<file path="src/hdl/rfbcrc_pkg.sv">
// Shared constants, types and the CRC byte update for the radio frame builder.
package rfbcrc_pkg;

    localparam int MAX_DATA_BYTES_DEF = 16;

    localparam logic [7:0]  START_BYTE = 8'hAA;
    localparam logic [7:0]  END_BYTE   = 8'h00;
    localparam logic [15:0] CRC_INIT   = 16'hFFFF;
    localparam logic [15:0] CRC_POLY   = 16'h1021;

    // Bytes that one input beat can produce: start, header, data, CRC high, CRC low, end.
    localparam int GROUP_BYTES = 6;
    localparam int GROUP_CNT_W = $clog2(GROUP_BYTES + 1);

    typedef logic [7:0] byte_t;

    // One group of result bytes, in wire order from index 0.
    typedef struct packed {
        byte_t [GROUP_BYTES-1:0] bytes;
        logic [GROUP_CNT_W-1:0]  count;
        logic                    has_end;
    } group_t;

    // CRC-16-CCITT update over one byte, MSB first.
    function automatic logic [15:0] crc_byte(input logic [15:0] crc, input byte_t b);
        logic [15:0] c;
        c = crc ^ {b, 8'h00};
        for (int k = 0; k < 8; k++)
        begin
            if (c[15])
            begin
                c = {c[14:0], 1'b0} ^ CRC_POLY;
            end
            else
            begin
                c = {c[14:0], 1'b0};
            end
        end
        return c;
    endfunction

    // The start byte is fixed, so the CRC after it is a constant.
    localparam logic [15:0] CRC_AFTER_START = crc_byte(CRC_INIT, START_BYTE);

endpackage

</file>
<file path="src/hdl/rfbcrc_out_shift.sv">
// Output stage: holds the bytes of one input beat and sends them out one beat at a time.
module rfbcrc_out_shift
    import rfbcrc_pkg::*;
(
    input  logic   clk,
    input  logic   rst_n,
    input  logic   load,
    input  group_t grp,
    output logic   load_ok,
    output logic   frame_valid,
    input  logic   frame_ready,
    output byte_t  frame_byte,
    output logic   frame_end
);

    byte_t [GROUP_BYTES-1:0] bytes_reg;
    byte_t [GROUP_BYTES-1:0] bytes_next;
    logic [GROUP_CNT_W-1:0]  count_reg;
    logic [GROUP_CNT_W-1:0]  count_next;
    logic                    end_reg;
    logic                    end_next;
    logic                    pop;
    logic                    last_byte;

    assign last_byte   = (count_reg == GROUP_CNT_W'(1));
    assign frame_valid = (count_reg != '0);
    assign pop         = frame_valid && frame_ready;
    // A new group may come in as the last byte of the current one leaves.
    assign load_ok     = (count_reg == '0) || (last_byte && frame_ready);
    assign frame_byte  = bytes_reg[0];
    assign frame_end   = end_reg && last_byte;

    always_comb
    begin
        bytes_next = bytes_reg;
        count_next = count_reg;
        end_next   = end_reg;
        if (load)
        begin
            bytes_next = grp.bytes;
            count_next = grp.count;
            end_next   = grp.has_end;
        end
        else if (pop)
        begin
            for (int i = 0; i < GROUP_BYTES - 1; i++)
            begin
                bytes_next[i] = bytes_reg[i+1];
            end
            bytes_next[GROUP_BYTES-1] = END_BYTE;
            count_next = count_reg - GROUP_CNT_W'(1);
        end
    end

    always_ff @(posedge clk or negedge rst_n)
    begin
        if (!rst_n)
        begin
            count_reg <= '0;
            end_reg   <= 1'b0;
        end
        else
        begin
            count_reg <= count_next;
            end_reg   <= end_next;
        end
    end

    always_ff @(posedge clk)
    begin
        bytes_reg <= bytes_next;
    end

    a_load_only_when_free: assert property (@(posedge clk) disable iff (!rst_n)
        load |-> (count_reg == '0) || (last_byte && pop))
        else $error("group loaded over bytes not yet sent");

    a_group_size: assert property (@(posedge clk) disable iff (!rst_n)
        load |-> (grp.count == GROUP_CNT_W'(1)) || (grp.count == GROUP_CNT_W'(3)) ||
                 (grp.count == GROUP_CNT_W'(4)) || (grp.count == GROUP_CNT_W'(6)))
        else $error("group size is not a possible frame piece");

    a_pop_counts_down: assert property (@(posedge clk) disable iff (!rst_n)
        (pop && !load) |=> count_reg == $past(count_reg) - GROUP_CNT_W'(1))
        else $error("byte count did not step down on a sent beat");

    a_end_closes_group: assert property (@(posedge clk) disable iff (!rst_n)
        (load && grp.has_end) |-> grp.bytes[grp.count - GROUP_CNT_W'(1)] == END_BYTE)
        else $error("group marked as frame end does not close with the end byte");

endmodule

</file>
<file path="src/hdl/radio_frame_builder_crc16_unit.sv">
// Top level of the radio frame builder with CRC-16-CCITT.
//
// Input channel (data_valid/data_ready): one payload byte per beat. On the
// first beat of a frame slave_id, ack_flag and data_count are sampled too; a
// count of 0 is taken as 1 and a count above MAX_DATA_BYTES as MAX_DATA_BYTES.
// Output channel (frame_valid/frame_ready): one frame byte per beat. The first
// beat of a frame yields start byte, header and data; middle beats yield the
// data byte; the counted last beat adds CRC high, CRC low and the end byte,
// which carries frame_end.
// The first result byte of an input beat appears on the output in the cycle
// after it is accepted. An input beat is taken once the output is empty or as
// the last byte of the previous one is sent, so the input pace is set by the
// number of bytes each beat expands to on the single byte-wide output port;
// middle bytes of a frame flow at one per cycle when neither side stalls.
// Reset clears the output stage and returns the block to the start of a frame
// with the CRC at 0xFFFF. When the receiver stalls, the current byte holds on
// the output and data_ready drops once the pending bytes cannot drain.
module radio_frame_builder_crc16_unit
    import rfbcrc_pkg::*;
#(
    parameter int MAX_DATA_BYTES = MAX_DATA_BYTES_DEF
)
(
    input  logic       clk,
    input  logic       rst_n,
    input  logic       data_valid,
    output logic       data_ready,
    input  logic [7:0] data_byte,
    input  logic [2:0] slave_id,
    input  logic       ack_flag,
    input  logic [4:0] data_count,
    output logic       frame_valid,
    input  logic       frame_ready,
    output logic [7:0] frame_byte,
    output logic       frame_end
);

    localparam logic [4:0] MAX_CNT = 5'(MAX_DATA_BYTES);

    logic        inside_frame_reg;
    logic        inside_frame_next;
    logic [4:0]  bytes_left_reg;
    logic [4:0]  bytes_left_next;
    logic [15:0] crc_accum_reg;
    logic [15:0] crc_accum_next;

    logic        accept;
    logic [4:0]  cnt_clamped;
    logic [4:0]  cnt_m1;
    byte_t       header;
    logic [15:0] crc_base;
    logic [15:0] crc_after;
    logic        last;
    group_t      grp;

    assign accept = data_valid && data_ready;

    always_comb
    begin
        if (data_count == 5'd0)
        begin
            cnt_clamped = 5'd1;
        end
        else if (data_count > MAX_CNT)
        begin
            cnt_clamped = MAX_CNT;
        end
        else
        begin
            cnt_clamped = data_count;
        end
        cnt_m1 = cnt_clamped - 5'd1;
        header = {slave_id, ack_flag, cnt_m1[3:0]};

        // On the first byte the header joins the CRC after the constant start byte.
        crc_base  = inside_frame_reg ? crc_accum_reg : crc_byte(CRC_AFTER_START, header);
        crc_after = crc_byte(crc_base, data_byte);

        bytes_left_next = inside_frame_reg ? (bytes_left_reg - 5'd1) : cnt_m1;
        last            = (bytes_left_next == 5'd0);

        grp.bytes = '0;
        if (!inside_frame_reg)
        begin
            grp.bytes[0] = START_BYTE;
            grp.bytes[1] = header;
            grp.bytes[2] = data_byte;
            if (last)
            begin
                grp.bytes[3] = crc_after[15:8];
                grp.bytes[4] = crc_after[7:0];
                grp.bytes[5] = END_BYTE;
                grp.count    = GROUP_CNT_W'(6);
            end
            else
            begin
                grp.count = GROUP_CNT_W'(3);
            end
        end
        else
        begin
            grp.bytes[0] = data_byte;
            if (last)
            begin
                grp.bytes[1] = crc_after[15:8];
                grp.bytes[2] = crc_after[7:0];
                grp.bytes[3] = END_BYTE;
                grp.count    = GROUP_CNT_W'(4);
            end
            else
            begin
                grp.count = GROUP_CNT_W'(1);
            end
        end
        grp.has_end = last;

        inside_frame_next = !last;
        crc_accum_next    = last ? CRC_INIT : crc_after;
    end

    always_ff @(posedge clk or negedge rst_n)
    begin
        if (!rst_n)
        begin
            inside_frame_reg <= 1'b0;
            bytes_left_reg   <= 5'd0;
            crc_accum_reg    <= CRC_INIT;
        end
        else if (accept)
        begin
            inside_frame_reg <= inside_frame_next;
            bytes_left_reg   <= bytes_left_next;
            crc_accum_reg    <= crc_accum_next;
        end
    end

    rfbcrc_out_shift u_out_shift (
        .clk         (clk),
        .rst_n       (rst_n),
        .load        (accept),
        .grp         (grp),
        .load_ok     (data_ready),
        .frame_valid (frame_valid),
        .frame_ready (frame_ready),
        .frame_byte  (frame_byte),
        .frame_end   (frame_end)
    );

    a_idle_crc_init: assert property (@(posedge clk) disable iff (!rst_n)
        !inside_frame_reg |-> (crc_accum_reg == CRC_INIT) && (bytes_left_reg == 5'd0))
        else $error("CRC or byte count not cleared between frames");

    a_count_in_range: assert property (@(posedge clk) disable iff (!rst_n)
        inside_frame_reg |-> (bytes_left_reg != 5'd0) && (bytes_left_reg < MAX_CNT))
        else $error("bytes left out of range inside a frame");

    a_end_leaves_frame: assert property (@(posedge clk) disable iff (!rst_n)
        (accept && grp.has_end) |=> !inside_frame_reg)
        else $error("frame end did not return to the start of a frame");

endmodule

</file>
<file path="config.mk">
export PLATFORM = sky130hd
export DESIGN_NAME = radio_frame_builder_crc16_unit
export DESIGN_NICKNAME = d
export VERILOG_FILES = /design/src/hdl/rfbcrc_pkg.sv /design/src/hdl/rfbcrc_out_shift.sv /design/src/hdl/radio_frame_builder_crc16_unit.sv
export SDC_FILE = /design/constraint.sdc
export NUM_CORES = 1
export LEC_CHECK = 0
export ABC_CLOCK_PERIOD_IN_PS = 2780
export BUFFER_PORTS_ARGS = -buffer_cell sky130_fd_sc_hd__buf_2
export CORE_ASPECT_RATIO = 0.8
export CORE_MARGIN = 2
export CORE_UTILIZATION = 38
export CTS_CLUSTER_DIAMETER = 100
export DETAILED_ROUTE_END_ITERATION = 6
export HOLD_SLACK_MARGIN = 0.02
export PLACE_DENSITY = 0.54
export REMOVE_ABC_BUFFERS = 1
export SETUP_SLACK_MARGIN = 0.05
export SLEW_MARGIN = 20
export SYNTH_ARGS = -nofsm -noshare
export SYNTH_HDL_FRONTEND = slang
export SYNTH_SLANG_ARGS = --single-unit
</file>
<file path="constraint.sdc">
create_clock -name clk -period 2.78 [get_ports clk]
set_clock_uncertainty 0.15 [all_clocks]
set_input_delay 0.278 -clock clk [delete_from_list [all_inputs] [get_ports clk]]
set_output_delay 0.278 -clock clk [all_outputs]
set_load 0.02 [all_outputs]
</file>
Word level (Yosys, flattened, before mapping) --
Index checks and enable logic that the tools add are counted.
Word-level totals: output and inout bits 11, input bits 21, bits in registers 74, word-level logic and storage cells 75
Cells by class: magnitude comparators 1, muxes and demuxes 30, equality and inequality tests 1, bitwise logic cells 18, reductions and logical operators 11, add/subtract/negate cells 3
Operators by type and width (number):
- $mux 13 | 16
- $mux 48 | 2
- $mux 16 | 4
- $not 3->3 | 16
- $mux 35 | 1
- $xor 16x16->16 | 1
- $mux 5 | 3
- $mux 3 | 4
- $logic_not 5->1 | 2
- $sub 5x1->5 const B | 2
- $not 8->8 | 1
- $gt 5x5->1 const B | 1
- $logic_and 1x1->1 | 4
- $eq 3x1->1 const B | 1
- $logic_not 3->1 | 1
- $reduce_bool 3->1 | 1
- $sub 3x1->3 const B | 1
- $reduce_bool 2->1 | 1
- $logic_not 1->1 | 1
- $logic_or 1x1->1 | 1

Depth between registers and ports, before layout --
Gate-level depths: netlist of run 1.
word-level depth 42, mapped depth 12, mapped depth without buffers 10

By module --
A second synthesis of run 1 with hierarchy kept.
Unflattened totals: cell total of the unflattened synthesis 408, area total of the unflattened synthesis 4444.3 µm²
By module, submodules not included:
- rfbcrc_out_shift | seq. area each 1541.5 µm², instances 1, cells an instance 141, area each 2379.8 µm²
- radio_frame_builder_crc16_unit | seq. area each 570.5 µm², instances 1, cells an instance 267, area each 2064.5 µm²

Worst setup path after synthesis of run 1 --
No wires, ideal clock.
path type input -> register, from input data_count[4], to register u_out_shift.bytes_reg[29] (netlist name), data pin, cell stages on the path 11, setup time 0.256 ns, data required time 2.374 ns, arrival time 2.619 ns, path slack -0.245 ns, path buffers 1, cell sequence or4_1 buf_2 nand2_1 inv_1 ha_1 xor2_1 mux2i_1 xnor2_1 xnor2_1 xor2_1 a22o_1
RTL lines:
- start: declaration | line radio_frame_builder_crc16_unit.sv:31 | input logic [4:0] data_count,
- end signal: assignment | line rfbcrc_out_shift.sv:71 | bytes_reg <= bytes_next;
- end: declaration | line rfbcrc_out_shift.sv:16 | byte_t [GROUP_BYTES-1:0] bytes_reg;

==> flow_summary_export.csv, run 1 <==
group,metric,value,unit
outcome,status,"complete, no violations",
hold_path,worstHoldPathType,"in2reg",
pwr,pwr-share-seq,29.4,%
global_routing,grt_pass1_wl,17.0,mm
die,die_h,94.8,um
layout,num_antenna_cells,0,
detailed_routing,wl_per_cell,17.9,um
logic_synthesis,ys_warn_count,0,
clocking,clkLatencyLatePin,0.34,ns
clocking,cts_buffers,9,
layout,final_cells,598,
worst_setup_path,cp_top_family,"XOR/XNOR gates",
die,fp.coreArea,10200,um^2
layout,final_net_count,479,
sta,hold_ws,0.101,ns
layout,fin_area,4930,um^2
logic_synthesis,synth_cells,384,
die,die_area,11100,um^2
logic_synthesis,synth_cell_type_count,58,
global_routing,overflow,0,
sta,min_period,2.63,ns
worst_setup_path,rrSetupSlack,0.15,ns
pwr,power_density,1220,nW/um^2
worst_setup_path,worstSetupPathType,"reg2reg",
pwr,power.leakage,2.08,nW
sta,hold_viol,0,
sta,tns,0,ns
logic_synthesis,synthArstFlopShare,39.4,%
pwr,ir_drop,0.555,mV
sta,finalCritPeriodShare,94.6,%
die,io-pin-count,32,
detailed_routing,vias,3100,
pwr,intPower,3.78,mW
logic_synthesis,ys_seq_area_share,47.8,%
layout,layout-drive-gt1-share,31.2,%
clocking,cts.sinks,66,
sta,finalSetupViolations,0,
logic_synthesis,netlist_area,3920,um^2
sta,rsz0062_at_grt,"false",
worst_setup_path,start_kind,"register",
placed_design,dp.cells,580,
pwr,p_comb_share,50.6,%
global_routing,grt_usage,20.2,%
die,rows,33,
placed_design,dpl.hpwl,7.67,mm
placed_design,pre_cts_slack,-0.372,ns
logic_synthesis,yosys.area.top_type,"edfxtp_1",
worst_setup_path,cp-end-kind,"register",
detailed_routing,wl_met2,4.82,mm
sta,slew_headroom,55.8,%
sta,worst_slew_pin_slew,0.663,ns
worst_setup_path,critical_path_arrival,2.57,ns
detailed_routing,dr.pass1.iters,7,
layout,areaGrowthSynthToFinish,25.9,%
worst_setup_path,slowest_stage,"dfrtp_2",
global_routing,antenna_found_initial,0,
detailed_routing,avgViaCountPerCell,5.18,
worst_setup_path,cpPeakStageDelay,0.45,ns
pwr,switching_share,37.2,%
detailed_routing,top_layer_used,"met4",
sta,max_freq,0.380,GHz
global_routing,grt_max_degree,38,
logic_synthesis,synth_ff_type,"edfxtp_1",
placed_design,placed_area,4530,um^2
die,dieWidth,118,um
job,cap_violations,0,
pwr,power_frac_clock,20.0,%
logic_synthesis,netlist_top_cells_count,"41 x nand2_1, 41 x nor2_1, 40 x edfxtp_1, 27 x a21oi_1, 21 x xnor2_1",
detailed_routing,drtAntennaViolNets,0,
global_routing,grt_pass1_vias,3127,
sta,setup_slack,0.150,ns
worst_setup_path,worstPathMaxFanout,11,
clocking,cts_root_buffer,"clkbuf_16",
detailed_routing,wl,10.7,mm
detailed_routing,met1_length,5.23,mm
logic_synthesis,synth_seq_cells,66,
worst_setup_path,cpMostUsedCell,"xnor3_1",
layout,fill_cells,952,
worst_setup_path,worstPathCellList,"buf_4 > or2_2 > a2bb2oi_1 > o211ai_1 > xnor3_1 > xnor3_1 > a22o_1",
detailed_routing,drc,0,
detailed_routing,met3WireLength,521,um
clocking,clkTransAtPathRegs,0.05,ns
clocking,cts_tree,"yes",
worst_setup_path,cp.required,2.72,ns
layout,utilization,48.5,%
logic_synthesis,synth-edff-count,40,
placed_design,port_buffers,31,
worst_setup_path,crit_buf_inv,1,
clocking,htreeDepth,3,
logic_synthesis,netlist.area_leader.share,30.7,%
logic_synthesis,ys_top_cells_by_area,"edfxtp_1 31%, dfstp_2 11%, dfrtp_1 6.4%",
sta,timing.final.max_slew_violations,0,
pwr,p_sw,2.24,mW
die,initial_utilization,38.6,%
layout,largest_reg_flops,32,
clocking,max-clock-path-buffers,2,
detailed_routing,drtIter0Drc,165,
logic_synthesis,avgSynthCellArea,10.2,um^2
pwr,total_power,6.03,mW
placed_design,place_congestion,0.816,
[power by group through the flow]
stage | Combinational (mW) | Sequential (mW) | Clock, mW
after floorplan | 1.77 | 1.84 | 0
after global placement | 2.91 | 1.78 | 0
after detailed placement | 2.93 | 1.79 | 0
after CTS | 3.00 | 1.77 | 1.24
after global routing | 3.32 | 1.81 | 1.27
final | 3.05 | 1.77 | 1.21
[final timing paths]
check / from / endpoint / cells past startpoint
hold reg to reg: crc_accum_reg[8] / crc_accum_reg[8] / 2
max in group asynchronous: rst_n / inside_frame_reg / 2
setup / recovery: inside_frame_reg / u_out_shift.bytes_reg[28] / 7
min in group asynchronous: rst_n / u_out_shift.end_reg / 2
hold / removal: frame_ready / u_out_shift.count_reg[2] / 4
setup reg to reg: inside_frame_reg / u_out_shift.bytes_reg[28] / 7
[placed cells by master (no fill, tap or decap), types with 3 or more instances in the layout]
cell type,instances
buf_4,56
nor2_1,40
nand2_1,40
edfxtp_1,40
buf_2,31
a21oi_1,27
o21ai_0,20
xnor2_1,18
dfstp_2,16
a22o_1,10
inv_1,9
o22a_1,9
dfrtp_1,9
clkbuf_16,9
a21o_1,8
nor3b_1,6
o31ai_1,6
nand3_1,6
nand2b_1,5
nor3_1,5
xnor3_1,4
xor2_1,4
ha_1,4
mux2i_1,3
and2_1,3
o211ai_1,3
nor3_2,3
o2111ai_1,3
clkinv_1,3
nor2b_1,3
a32oi_1,3
xnor2_2,3
clkbuf_1,3
[final cells by class]
class	instances	area, um^2	area share [%]
multi-input combinational	276	1920	39.0
sequential	66	1870	38.0
timing repair buffer	89	606	12.3
clock buffer	13	250	5.08
tap	140	175	3.55
clock inverter	3	63.8	1.29
inverter	11	41.3	0.838
[worst register-to-register path, cell delays in order, from the launching register on]
cell and delay, ns:
dfrtp_2 0.45, buf_4 0.19, or2_2 0.32, a2bb2oi_1 0.16
o211ai_1 0.20, xnor3_1 0.43, xnor3_1 0.27, a22o_1 0.20
[cell families (layout without fill, tap and decap cells)]
kind of cell / count (synthesis) / after routing / synth area share, %
DFF: 66 / 66 / 47.8
buffers and inverters: 42 / 116 / 5.02
and+or+nand+nor: 124 / 124 / 15.6
muxes: 4 / 4 / 1.05
AOI/OAI and AO/OA: 111 / 111 / 19.6
xor gates and xnor gates: 32 / 32 / 9.33
adders and majority gates: 5 / 5 / 1.60
[what timing repair did]
item | 4_1_cts | 5_1_grt
buffers inserted | 0 | 1
pin swaps | 1 | 4
gates resized for setup | 3 | 12
hold buffers | 1 | 0
hold endpoints to repair | 10 | 0
setup endpoints to repair | 14 | 46
[per-layer routing]
layer  vias up  GRT usage, %
met1      1506          28.7
met3         9          4.23
met2        66          31.0
met4         0          6.63
met5         -             0
li1       1519             -
Power figures use the tool's default switching activity.
==> run 2: changes to the inputs <==
--- a/config.mk
+++ b/config.mk
@@ -5,6 +5,7 @@
 export SDC_FILE = /design/constraint.sdc
 export NUM_CORES = 1
 export LEC_CHECK = 0
+export ABC_AREA = 1
 export ABC_CLOCK_PERIOD_IN_PS = 2780
 export BUFFER_PORTS_ARGS = -buffer_cell sky130_fd_sc_hd__buf_2
 export CORE_ASPECT_RATIO = 0.8
@@ -13,9 +14,11 @@
 export CTS_CLUSTER_DIAMETER = 100
 export DETAILED_ROUTE_END_ITERATION = 6
 export HOLD_SLACK_MARGIN = 0.02
+export MAX_ROUTING_LAYER = met4
 export PLACE_DENSITY = 0.54
 export REMOVE_ABC_BUFFERS = 1
 export SETUP_SLACK_MARGIN = 0.05
+export SKIP_CTS_REPAIR_TIMING = 1
 export SLEW_MARGIN = 20
 export SYNTH_ARGS = -nofsm -noshare
 export SYNTH_HDL_FRONTEND = slang
==> run 2 against run 1 <==
  * Maximum frequency rose by 4.3%
  * Via count increased by 7.2%
  * Sequential share of layout area up 3.8 points
==> flow_summary_export.csv, run 2 <==
group,metric,value,unit
logic_synthesis,netlist_top_cells_count,"136 x nand2_1, 51 x inv_1, 40 x edfxtp_1, 40 x nand3_1, 33 x o21ai_0",
clocking,clkLatencyLatePin,0.34,ns
clocking,cts.sinks,66,
die,rows,32,
layout,num_antenna_cells,0,
die,io-pin-count,32,
global_routing,grt_pass1_vias,3068,
logic_synthesis,netlist_area,3880,um^2
logic_synthesis,yosys.area.top_type,"edfxtp_1",
hold_path,worstHoldPathType,"in2reg",
placed_design,pre_cts_slack,-0.255,ns
worst_setup_path,worstPathCellList,"buf_2 > nor2_2 > nand3_2 > nand2_1 > inv_2 > ha_1 > inv_1 > nand2_1 > nand3_2 > o21ai_4 > xor2_2 > nand2_1 > nand2_1 > inv_1 > nand3_1 > nand3_1 > o21ai_1",
logic_synthesis,synth_ff_type,"edfxtp_1",
detailed_routing,wl,10.5,mm
detailed_routing,wl_per_cell,16.2,um
logic_synthesis,ys_top_cells_by_area,"edfxtp_1 31%, nand2_1 13%, dfstp_2 11%",
clocking,cts_root_buffer,"clkbuf_16",
layout,layout_commonest_cell,"nand2_1",
worst_setup_path,cpMostUsedCell,"nand2_1",
job,cap_violations,0,
clocking,cts_tree,"yes",
layout,final_cell_mix,"136 x nand2_1, 49 x inv_1, 40 x edfxtp_1, 39 x nand3_1, 33 x o21ai_0",
layout,areaGrowthSynthToFinish,15.3,%
layout,final_net_count,538,
clocking,clkTransAtPathRegs,0.05,ns
placed_design,place_congestion,0.912,
global_routing,grt_max_degree,47,
sta,finalCritPeriodShare,90.7,%
sta,rsz0062_at_grt,"false",
sta,max_freq,0.397,GHz
logic_synthesis,ys_seq_area_share,48.2,%
global_routing,grt_usage,20.9,%
sta,worst_slew_pin_slew,0.698,ns
detailed_routing,met1_length,5.18,mm
layout,largest_reg_flops,32,
detailed_routing,drc,0,
logic_synthesis,avgSynthCellArea,8.11,um^2
die,die_h,94.4,um
layout,fill_cells,977,
global_routing,overflow,0,
logic_synthesis,synth_seq_cells,66,
pwr,total_power,5.44,mW
worst_setup_path,cp.required,2.82,ns
placed_design,placed_area,4150,um^2
die,dieWidth,117,um
clocking,max-clock-path-buffers,2,
sta,hold_ws,0.179,ns
sta,hold_viol,0,
placed_design,dpl.hpwl,7.27,mm
pwr,power.leakage,2.05,nW
logic_synthesis,synthArstFlopShare,39.4,%
logic_synthesis,synth_cells,479,
detailed_routing,top_layer_used,"met4",
logic_synthesis,synth.most_common_cell,"nand2_1",
layout,fin_area,4480,um^2
detailed_routing,wl_met2,4.77,mm
sta,min_period,2.52,ns
detailed_routing,dr.pass1.iters,5,
placed_design,port_buffers,31,
logic_synthesis,synth-edff-count,40,
sta,slew_headroom,53.5,%
sta,timing.final.max_slew_violations,0,
sta,finalSetupViolations,0,
die,initial_utilization,39.6,%
sta,setup_slack,0.259,ns
die,fp.coreArea,9810,um^2
worst_setup_path,cpPeakStageDelay,0.29,ns
layout,utilization,45.7,%
pwr,power_density,1210,nW/um^2
worst_setup_path,worstSetupPathType,"in2reg",
outcome,status,"complete, no violations",
detailed_routing,drtIter0Drc,203,
pwr,ir_drop,0.686,mV
layout,layout-drive-gt1-share,20.3,%
global_routing,antenna_found_initial,0,
clocking,cts_buffers,9,
worst_setup_path,cp-end-kind,"register",
clocking,htreeDepth,3,
logic_synthesis,netlist.area_leader.share,30.9,%
global_routing,grt_pass1_wl,16.4,mm
logic_synthesis,synth_cell_type_count,33,
detailed_routing,met3WireLength,397,um
logic_synthesis,ys_warn_count,0,
detailed_routing,avgViaCountPerCell,5.09,
worst_setup_path,critical_path_arrival,2.56,ns
detailed_routing,drtAntennaViolNets,0,
worst_setup_path,slowest_stage,"ha_1",
die,die_area,11100,um^2
detailed_routing,vias,3324,
worst_setup_path,worstPathMaxFanout,4,
worst_setup_path,start_kind,"primary input",
[run 2: cell types whose count changed after synthesis, sizes merged, moves of 11 or more]
cell   delta
o21ai    +21
inv      +46
nand3    +39
xnor2    -20
nand2   +100
o22ai    +11
[run 2: final cells by class]
cell class,instances,area (um^2),share of cell area [%]
Timing Repair Buffer,47,278,6.20
Sequential cell,66,1870,41.8
Clock buffer,15,258,5.76
Tap cell,136,170,3.80
Multi-Input combinational cell,331,1670,37.4
Inverter,56,215,4.81
Timing Repair inverter,1,7.51,0.168
Clock inverter,1,3.75,0.0838
[run 2: logic make-up after synthesis]
| family | share of synthesized area, % |
|---|---|
| compound gates | 13.0 |
| xor+xnor | 2.19 |
| fa+ha+maj | 1.61 |
| buf+inv | 9.53 |
| flops | 48.2 |
| simple gates | 25.4 |
[run 2: layer usage]
| layer | track usage (%) | vias to the layer above |
|---|---|---|
| met5 | - | - |
| met4 | 8.14 | 0 |
| met3 | 4.24 | 16 |
| met2 | 31.3 | 81 |
| met1 | 27.9 | 1586 |
| li1 | - | 1641 |
[run 2: worst paths after layout]
| path | end | depth (start not counted) | slack, ns | from |
|---|---|---|---|---|
| setup / recovery | u_out_shift.bytes_reg[29] | 17 | 0.26 | data_count[1] |
| min in group asynchronous | u_out_shift.count_reg[2] | 2 | 0.38 | rst_n |
| setup reg to reg | u_out_shift.bytes_reg[29] | 10 | 0.31 | inside_frame_reg |
| hold reg to reg | bytes_left_reg[2] | 2 | 0.35 | bytes_left_reg[2] |
| max in group asynchronous | bytes_left_reg[1] | 2 | 1.65 | rst_n |
| hold / removal | u_out_shift.frame_byte[2] | 3 | 0.18 | data_byte[2] |
[run 2: worst max-delay path: cells and delay by family]
kind | cells | cell delay, ns
AOI/OAI and AO/OA | 2 | 0.30
and+or+nand+nor | 9 | 1.08
buffers and inverters | 4 | 0.36
adders and majority gates | 1 | 0.29
xor gates and xnor gates | 1 | 0.24
[run 2: power by group]
group / total [mW] / switching, mW / internal (mW)
combinational: 2.58 / 1.72 / 0.859
clock: 1.03 / 0.399 / 0.626
sequential: 1.83 / 0.161 / 1.67
[run 2: per-stage QoR]
step / setup TNS (ns) / std cells
6_report: 0 / 653
5_1_grt: 0 / 653
4_1_cts: 0 / 648
3_5_place_dp: -0.913 / 632
3_3_place_gp: -0.607 / 632
2_1_floorplan: -47.54 / 453
==> run 3: changes to the inputs <==
--- a/config.mk
+++ b/config.mk
@@ -13,13 +13,15 @@
 export CORE_UTILIZATION = 38
 export CTS_CLUSTER_DIAMETER = 100
 export DETAILED_ROUTE_END_ITERATION = 6
+export GPL_TIMING_DRIVEN = 0
 export HOLD_SLACK_MARGIN = 0.02
 export MAX_ROUTING_LAYER = met4
-export PLACE_DENSITY = 0.54
+export PLACE_DENSITY = 0.53
 export REMOVE_ABC_BUFFERS = 1
 export SETUP_SLACK_MARGIN = 0.05
 export SKIP_CTS_REPAIR_TIMING = 1
 export SLEW_MARGIN = 20
 export SYNTH_ARGS = -nofsm -noshare
 export SYNTH_HDL_FRONTEND = slang
+export SYNTH_HIERARCHICAL = 1
 export SYNTH_SLANG_ARGS = --single-unit
==> run 3 against run 2 <==
  * First-iteration DRC count increased by 16%
  * Critical path type unchanged
  * Count of clock-buffer cells in the layout unchanged
  * Sequential power increased by 22%
  * Sequential cell count increased by 8
  * Wire length decreased by 1.3%
  * Non-clock buffer count decreased by 4
  * Synthesized area increased by 15%
  * Synthesized cell count increased by 19%
  * Hold slack about the same
  * Largest cell class unchanged
  * Register-to-register slack got worse by 0.04 ns
==> flow_summary_export.csv, run 3 <==
group,metric,value,unit
hold_path,worstHoldPathType,"in2reg",
worst_setup_path,rrSetupSlack,0.27,ns
clocking,htreeDepth,3,
pwr,power_density,1270,nW/um^2
layout,fill_cells,1159,
logic_synthesis,synthArstFlopShare,35.1,%
layout,largest_reg_flops,40,
clocking,clkTransAtPathRegs,0.05,ns
die,initial_utilization,38.8,%
placed_design,place_congestion,0.783,
logic_synthesis,yosys.area.top_type,"edfxtp_1",
global_routing,grt_pass1_wl,16.7,mm
die,rows,35,
sta,tns,0,ns
sta,hold_viol,0,
placed_design,placed_area,4640,um^2
clocking,cts_buffers,9,
sta,setup_slack,0.251,ns
sta,max_freq,0.395,GHz
detailed_routing,drc,0,
worst_setup_path,worstSetupPathType,"in2reg",
layout,num_antenna_cells,0,
logic_synthesis,synth_cells,570,
outcome,status,"complete, no violations",
detailed_routing,drtIter0Drc,236,
clocking,cts_tree,"yes",
layout,layout-drive-gt1-share,16.4,%
die,fp.coreArea,11500,um^2
detailed_routing,drtAntennaViolNets,0,
layout,final_cell_mix,"234 x nand2_1, 50 x inv_1, 48 x edfxtp_1",
placed_design,dp.cells,725,
layout,multi_input_area,2040,um^2
pwr,power.leakage,2.44,nW
logic_synthesis,synth_cell_type_count,37,
sta,worst_slew_pin_slew,0.626,ns
placed_design,pre_cts_slack,-0.869,ns
logic_synthesis,synth_seq_cells,74,
detailed_routing,vias,3632,
global_routing,grtUsageMet1,21.8,%
clocking,cts.sinks,74,
die,die_h,101,um
sta,slew_headroom,58.3,%
pwr,total_power,6.56,mW
worst_setup_path,critical_path_arrival,2.46,ns
worst_setup_path,start_kind,"primary input",
layout,areaGrowthSynthToFinish,15.7,%
die,io-pin-count,32,
global_routing,top_usage_layer,"met2",
global_routing,gr-usage-met2,28.1,%
sta,timing.final.max_slew_violations,0,
sta,finalCritPeriodShare,91.0,%
pwr,ir_drop,0.588,mV
logic_synthesis,synth-edff-count,48,
global_routing,overflow,0,
worst_setup_path,cp.required,2.72,ns
sta,hold_ws,0.179,ns
clocking,clkLatencyLatePin,0.33,ns
job,cap_violations,0,
logic_synthesis,netlist_area,4450,um^2
logic_synthesis,ys_warn_count,6,
detailed_routing,avgViaCountPerCell,4.82,
logic_synthesis,ys_seq_area_share,47.5,%
placed_design,port_buffers,31,
global_routing,use_met3,4.03,%
die,die_area,12600,um^2
layout,utilization,44.9,%
global_routing,grt_max_degree,54,
logic_synthesis,netlist.area_leader.share,32.4,%
layout,layout_commonest_cell,"nand2_1",
detailed_routing,wl_per_cell,13.8,um
die,dieWidth,125,um
logic_synthesis,synth_ff_type,"edfxtp_1",
clocking,max-clock-path-buffers,2,
detailed_routing,dr.pass1.iters,5,
worst_setup_path,cp-end-kind,"register",
clocking,cts_root_buffer,"clkbuf_16",
sta,min_period,2.53,ns
placed_design,dpl.hpwl,6.42,mm
layout,final_net_count,626,
layout,fin_area,5150,um^2
worst_setup_path,worstPathMaxFanout,6,
sta,finalSetupViolations,0,
logic_synthesis,synth.most_common_cell,"nand2_1",
global_routing,grt_usage,17.3,%
global_routing,grt_pass1_vias,3481,
global_routing,antenna_found_initial,0,
layout,final_cells,753,
layout,regArea,2120,um^2
detailed_routing,wl,10.4,mm
logic_synthesis,netlist_top_cells_count,"234 x nand2_1, 51 x inv_1, 48 x edfxtp_1, 31 x nand3_1, 31 x o21ai_0",
logic_synthesis,ys_top_cells_by_area,"edfxtp_1 32%, nand2_1 20%, dfstp_2 9.4%",
sta,rsz0062_at_grt,"false",
logic_synthesis,avgSynthCellArea,7.81,um^2
run 3: cell count changes after synthesis, sizes merged, moves of 3 or more:
cell,previous run,this run
a21oi,22,12
buf,21,25
edfxtp,40,48
nand2,141,238
nand3,45,32
nor2,35,32
nor3,1,4
o21bai,8,1
o22a,3,0
o22ai,11,0
or2,3,13
xnor2,1,8
run 3: worst max-delay path: stages:
cell	delay [ns]
buf_2	0.11
nor2_1	0.14
nand2_1	0.07
nand2_1	0.08
nand2_1	0.11
ha_4	0.20
xor2_2	0.18
inv_1	0.07
nand2_1	0.07
nand3_2	0.14
nand2_1	0.10
nand2_1	0.08
nand2_4	0.12
xor2_4	0.32
xnor2_1	0.19
nor3_1	0.07
nand2_1	0.07
nand2_1	0.06
run 3: cells by family after synthesis:
group,Yosys count,synth area share (%)
and+or+nand+nor,325,30.4
other,1,0.0843
buffers and inverters,88,9.42
DFF,74,47.5
AOI/OAI and AO/OA,60,7.09
adders and majority gates,5,1.41
xor gates and xnor gates,17,4.11
run 3: final cells by class:
cell class | instances | area share (%)
Sequential cell | 74 | 41.1
Multi-Input combinational cell | 416 | 39.7
Timing Repair Buffer | 43 | 5.76
Clock buffer | 15 | 5.00
Inverter | 56 | 4.79
Tap cell | 148 | 3.60
Clock inverter | 1 | 0.0729
run 3: layer usage:
metal	vias to the layer above	wire, um
met5	-	0
met4	0	36
met3	4	381
met2	47	4970
met1	1727	5020
li1	1854	-
run 3: worst paths after layout:
| check | start | to | depth (start not counted) |
|---|---|---|---|
| worst max-delay path | data_count[0] | u_out_shift/bytes_reg[30] | 18 |
| worst min-delay path | frame_ready | u_out_shift/count_reg[2] | 4 |
| worst max register to register | bytes_left_reg[0] | u_out_shift/bytes_reg[18] | 15 |
| worst min register to register | crc_accum_reg[1] | crc_accum_reg[1] | 2 |
| max in group asynchronous | rst_n | inside_frame_reg | 2 |
| min in group asynchronous | rst_n | u_out_shift/count_reg[0] | 2 |
run 3: where the power goes:
| group | switching (mW) | total (mW) | internal [mW] |
|---|---|---|---|
| Clock | 0.422 | 1.05 | 0.628 |
| Combinational | 2.15 | 3.29 | 1.14 |
| Sequential | 0.218 | 2.23 | 2.01 |
